`src/pcst_ram.sv`:
```
module pcst_ram #(
    parameter int WIDTH = 32,
    parameter int DEPTH = 16
) (
    input  logic                                   clk,
    input  logic                                   wr_en,
    input  logic [(DEPTH > 1 ? $clog2(DEPTH) : 1)-1:0] wr_addr,
    input  logic [WIDTH-1:0]                       wr_data,
    input  logic                                   rd_en,
    input  logic [(DEPTH > 1 ? $clog2(DEPTH) : 1)-1:0] rd_addr,
    output logic [WIDTH-1:0]                       rd_data
);

    logic [WIDTH-1:0] mem [DEPTH];
    logic [WIDTH-1:0] rd_data_reg;

    always_ff @(posedge clk)
    begin
        if (wr_en)
        begin
            mem[wr_addr] <= wr_data;
        end
        if (rd_en)
        begin
            rd_data_reg <= mem[rd_addr];
        end
    end

    assign rd_data = rd_data_reg;

endmodule

```
`config.mk`:
```
export PLATFORM = sky130hd
export DESIGN_NAME = pcst_ram
export DESIGN_NICKNAME = d
export VERILOG_FILES = /design/src/pcst_ram.sv
export SDC_FILE = /design/constraint.sdc
export NUM_CORES = 1
export LEC_CHECK = 0
export BUFFER_PORTS_ARGS = -buffer_cell sky130_fd_sc_hd__buf_2
export CELL_PAD_IN_SITES_DETAIL_PLACEMENT = 1
export CELL_PAD_IN_SITES_GLOBAL_PLACEMENT = 1
export CORE_UTILIZATION = 40
export CTS_CLUSTER_DIAMETER = 60
export DETAILED_ROUTE_END_ITERATION = 16
export PLACE_DENSITY = 0.64
export SLEW_MARGIN = 20
export SYNTH_ARGS = -nofsm -noshare
export SYNTH_HDL_FRONTEND = slang
export SYNTH_SLANG_ARGS = --single-unit
```
`constraint.sdc`:
```
create_clock -name clk -period 6.4 [get_ports clk]
set_clock_uncertainty 0.05 [all_clocks]
set_input_delay 0 -clock clk [delete_from_list [all_inputs] [get_ports clk]]
set_output_delay 0 -clock clk [all_outputs]
set_load 0.01 [all_outputs]
```
Word-level counts from Yosys, hierarchy flattened
Memories as Yosys holds them, arrays and structs flattened. A register that Yosys moved wholly into a read port is not among the register bits.
Cells that the tools add are included.
Operators by class
  mux-type cells: 2
Operator list (count)
  1-bit 2-to-1 mux: 2
Word-level totals
  bits in registers: 0
  RAM bits: 512
  bits of input ports: 43
  memories kept: 1
Memory list
  mem: words 16, bits a word 32, rd ports 1, clocked after memory_dff 1, write ports 1, line 14  | logic [WIDTH-1:0] mem [DEPTH];

Depth between registers and ports, before layout
  depth in word-level cells: 2
  gate-level depth with buffers: 5
  gate-level depth less buffers: 3

Worst setup path after synthesis
Ideal clock, no wire load.
  kind: input-to-reg
  start point: input wr_addr[2] in the netlist's numbering
  end point: memory mem[0][0] (enable)
  arrival time: 2.718 ns
  data required time: 5.889 ns
  setup slack: 3.170 ns
  stages on the path: 2
  buffers on the path: 0
  cell sequence: or3b_2 > nor3_1
RTL lines
  start: declaration: line 7  | input logic [(DEPTH > 1 ? $clog2(DEPTH) : 1)-1:0] wr_addr,
  end: declaration: line 14
No word-level cell before the write port.

Worst setup path after layout
  start point: input wr_addr[0] in the netlist's numbering
  end point: memory mem[6][20] (enable)
No word-level cell before the write port.

==> results.yml <==
global_routing:
  overflow: 0
  track_usage: 0.194
  grt_max_degree: 84
  grt_pass1_wl_mm: 69.5
  antenna_found_initial: 3
  grt_pass1_vias: 10071
cells_and_area:
  drive_gt1_frac: 0.319
  antennaDiodeCount: 0
  largest_reg_flops: 512
  final_cell_mix: "edfxtp_1 (544), mux4_2 (128), buf_2 (72), a22oi_1 (64), clkbuf_16 (57)"
  multiInputGateArea_um2: 3750
  utilization: 0.479
  fillers: 4409
  regArea_um2: 16300
  nNetsFinal: 1031
  final_common_cell: "edfxtp_1"
  syn_to_final_growth_pct: 17.2
power:
  ir_drop_v: 0.000194
  p_per_area_nw_per_um2: 320
  swShare: 0.207
  internal-power_mw: 6.00
  clkPwrFrac: 0.418
  combPwrFrac: 0.049
  switching_power_mw: 1.57
  power.leakage_nw: 7.55
  pwr-share-seq: 0.533
worst_setup_path:
  endpoint_kind: "flop"
  worst-r2r-setup-slack_ns: 4.86
  critPathRequiredTime_ns: 6.63
  start_kind: "primary input"
  worst-setup-path-type: "primary input to flop"
  crit_path_max_fanout: 20
  crit_arrival_ns: 2.41
clocking:
  holdBufCountCts: 34
  numCtsBuffers: 56
  cts_max_path_buffers: 3
  cts_max_level: 2
  cts_tree: "built"
  numClockSinks: 544
  cts_resized: 0
  clk_latency_ns: 0.60
  post-cts-setup-buffers: 0
  clk_pin_slew_worst_paths_ns: 0.06
  cts-root-buf: "clkbuf_16"
placement:
  place.gp.congestion: 0.703
  dp_hpwl_mm: 24.6
  port_buffers: 74
synth:
  synth_cell_types: 17
  yosys_warnings: 0
  avgSynthCellArea_um2: 24.1
  ys_seq_elements: 544
  netlist_area_um2: 20200
  ys_seq_area_frac: 0.810
  netlist_instances: 838
  synthesis.nets: 881
floorplan:
  top_level_ports: 75
  chipHeight_um: 227
  die_area_um2: 51300
  core_area_um2: 49400
  start_util: 0.409
  die_x_um: 227
  rows: 81
timing:
  final_max_slew_viol_count: 0
  period_share: 0.341
  rsz0062_at_grt: "no"
  finalSetupViolations: 0
  hold_viol_final: 0
  relSlewSlack: 0.324
  fin_crit_ns: 2.19
  tightest_slew_ns: 1.01
  clock.fmax_mhz: 458
  finalSetupTns_ns: 0
drt:
  ant_nets: 0
  wirelength_mm: 47.8
  firstDrtPassIters: 5
  drc: 0
  wl_per_cell_um: 28.1
  vias: 9454
  via_per_inst: 5.56
  initialDrtViolationCount: 822
run_status:
  status: "completed"
hold_path:
  hp-class: "primary input to flop"
run:
  drv_cap: 0
[cells by family after synthesis]
kind of cell,count (synthesis),synth area share
DFF,544,0.810
muxes,128,0.143
AOI/OAI and AO/OA,64,0.0238
and+or+nand+nor,59,0.0125
buffers and inverters,43,0.0110
[path summary, 6_finish.rpt]
kind,depth (start not counted),start,end
hold / removal,3,wr_addr[1],mem[8][31]$_DFFE_PP_
setup / recovery,5,wr_addr[0],mem[6][20]$_DFFE_PP_
hold reg to reg,3,mem[14][29]$_DFFE_PP_,rd_data[29]$_DFFE_PP_
setup reg to reg,3,mem[3][13]$_DFFE_PP_,rd_data[13]$_DFFE_PP_
[area by class of cell]
| class | instances | share of cell area |
|---|---|---|
| flip-flops and latches | 544 | 0.691 |
| multi-input cells | 251 | 0.159 |
| clock buffers | 67 | 0.0619 |
| repair buffers | 135 | 0.0396 |
| well taps | 664 | 0.0351 |
| clock inverters | 39 | 0.0142 |
[layer usage]
| metal | vias up | part of all wire | global-route usage | wire [µm] |
|---|---|---|---|---|
| li1 | 3917 | - | - | - |
| met1 | 5141 | 0.44 | 0.278 | 21000 |
| met2 | 306 | 0.47 | 0.305 | 22700 |
| met3 | 84 | 0.061 | 0.0385 | 2920 |
| met4 | 6 | 0.023 | 0.0514 | 1120 |
| met5 | - | 0.00082 | 0 | 39 |
[Yosys cell counts]
| cell type | count | area share |
|---|---|---|
| a22oi_1 | 64 | 0.024 |
| and2_1 | 1 | 0.00031 |
| buf_1 | 9 | 0.0017 |
| buf_2 | 4 | 0.00099 |
| buf_4 | 11 | 0.0041 |
| buf_6 | 2 | 0.0011 |
| clkbuf_1 | 17 | 0.0032 |
| edfxtp_1 | 544 | 0.81 |
| mux4_2 | 128 | 0.14 |
| nand2_1 | 33 | 0.0061 |
| nand2b_1 | 2 | 0.00062 |
| nand3_1 | 1 | 0.00025 |
| nand3b_1 | 2 | 0.00074 |
| nor2_1 | 13 | 0.0024 |
| nor2b_1 | 2 | 0.00062 |
| nor3_1 | 4 | 0.00099 |
| or3b_2 | 1 | 0.00043 |
[critical path: stages]
cell           delay [ns]
dlygate4sd3_1        0.58
buf_2                0.20
nand2b_1             0.34
nor2_4               0.85
buf_4                0.42
[power by group through the flow]
| stage | clock network (mW) | registers [mW] | logic [mW] |
|---|---|---|---|
| final | 3.16 | 4.04 | 0.371 |
| after global routing | 3.33 | 4.05 | 0.402 |
| after CTS | 3.23 | 4.04 | 0.379 |
| after detailed placement | 0 | 4.11 | 0.360 |
| after global placement | 0 | 4.11 | 0.352 |
| after floorplan | 0 | 4.12 | 0.192 |
[per-stage QoR]
| stage | setup WS (ns) | total power, mW | hold WS (ns) | cell area (µm²) | std cells |
|---|---|---|---|---|---|
| floorplan | 3.17 | 4.31 | 0.0489 | 20200 | 838 |
| global placement | 3.87 | 4.46 | 0.327 | 21500 | 1560 |
| detailed placement | 3.85 | 4.48 | 0.341 | 21500 | 1560 |
| CTS | 4.20 | 7.65 | 0.0166 | 23700 | 1700 |
| global route | 4.12 | 7.78 | 0.0411 | 23700 | 1700 |
| finish | 4.21 | 7.57 | 0.0442 | 23700 | 1700 |
Note: power is estimated with default switching activity, not from simulation.
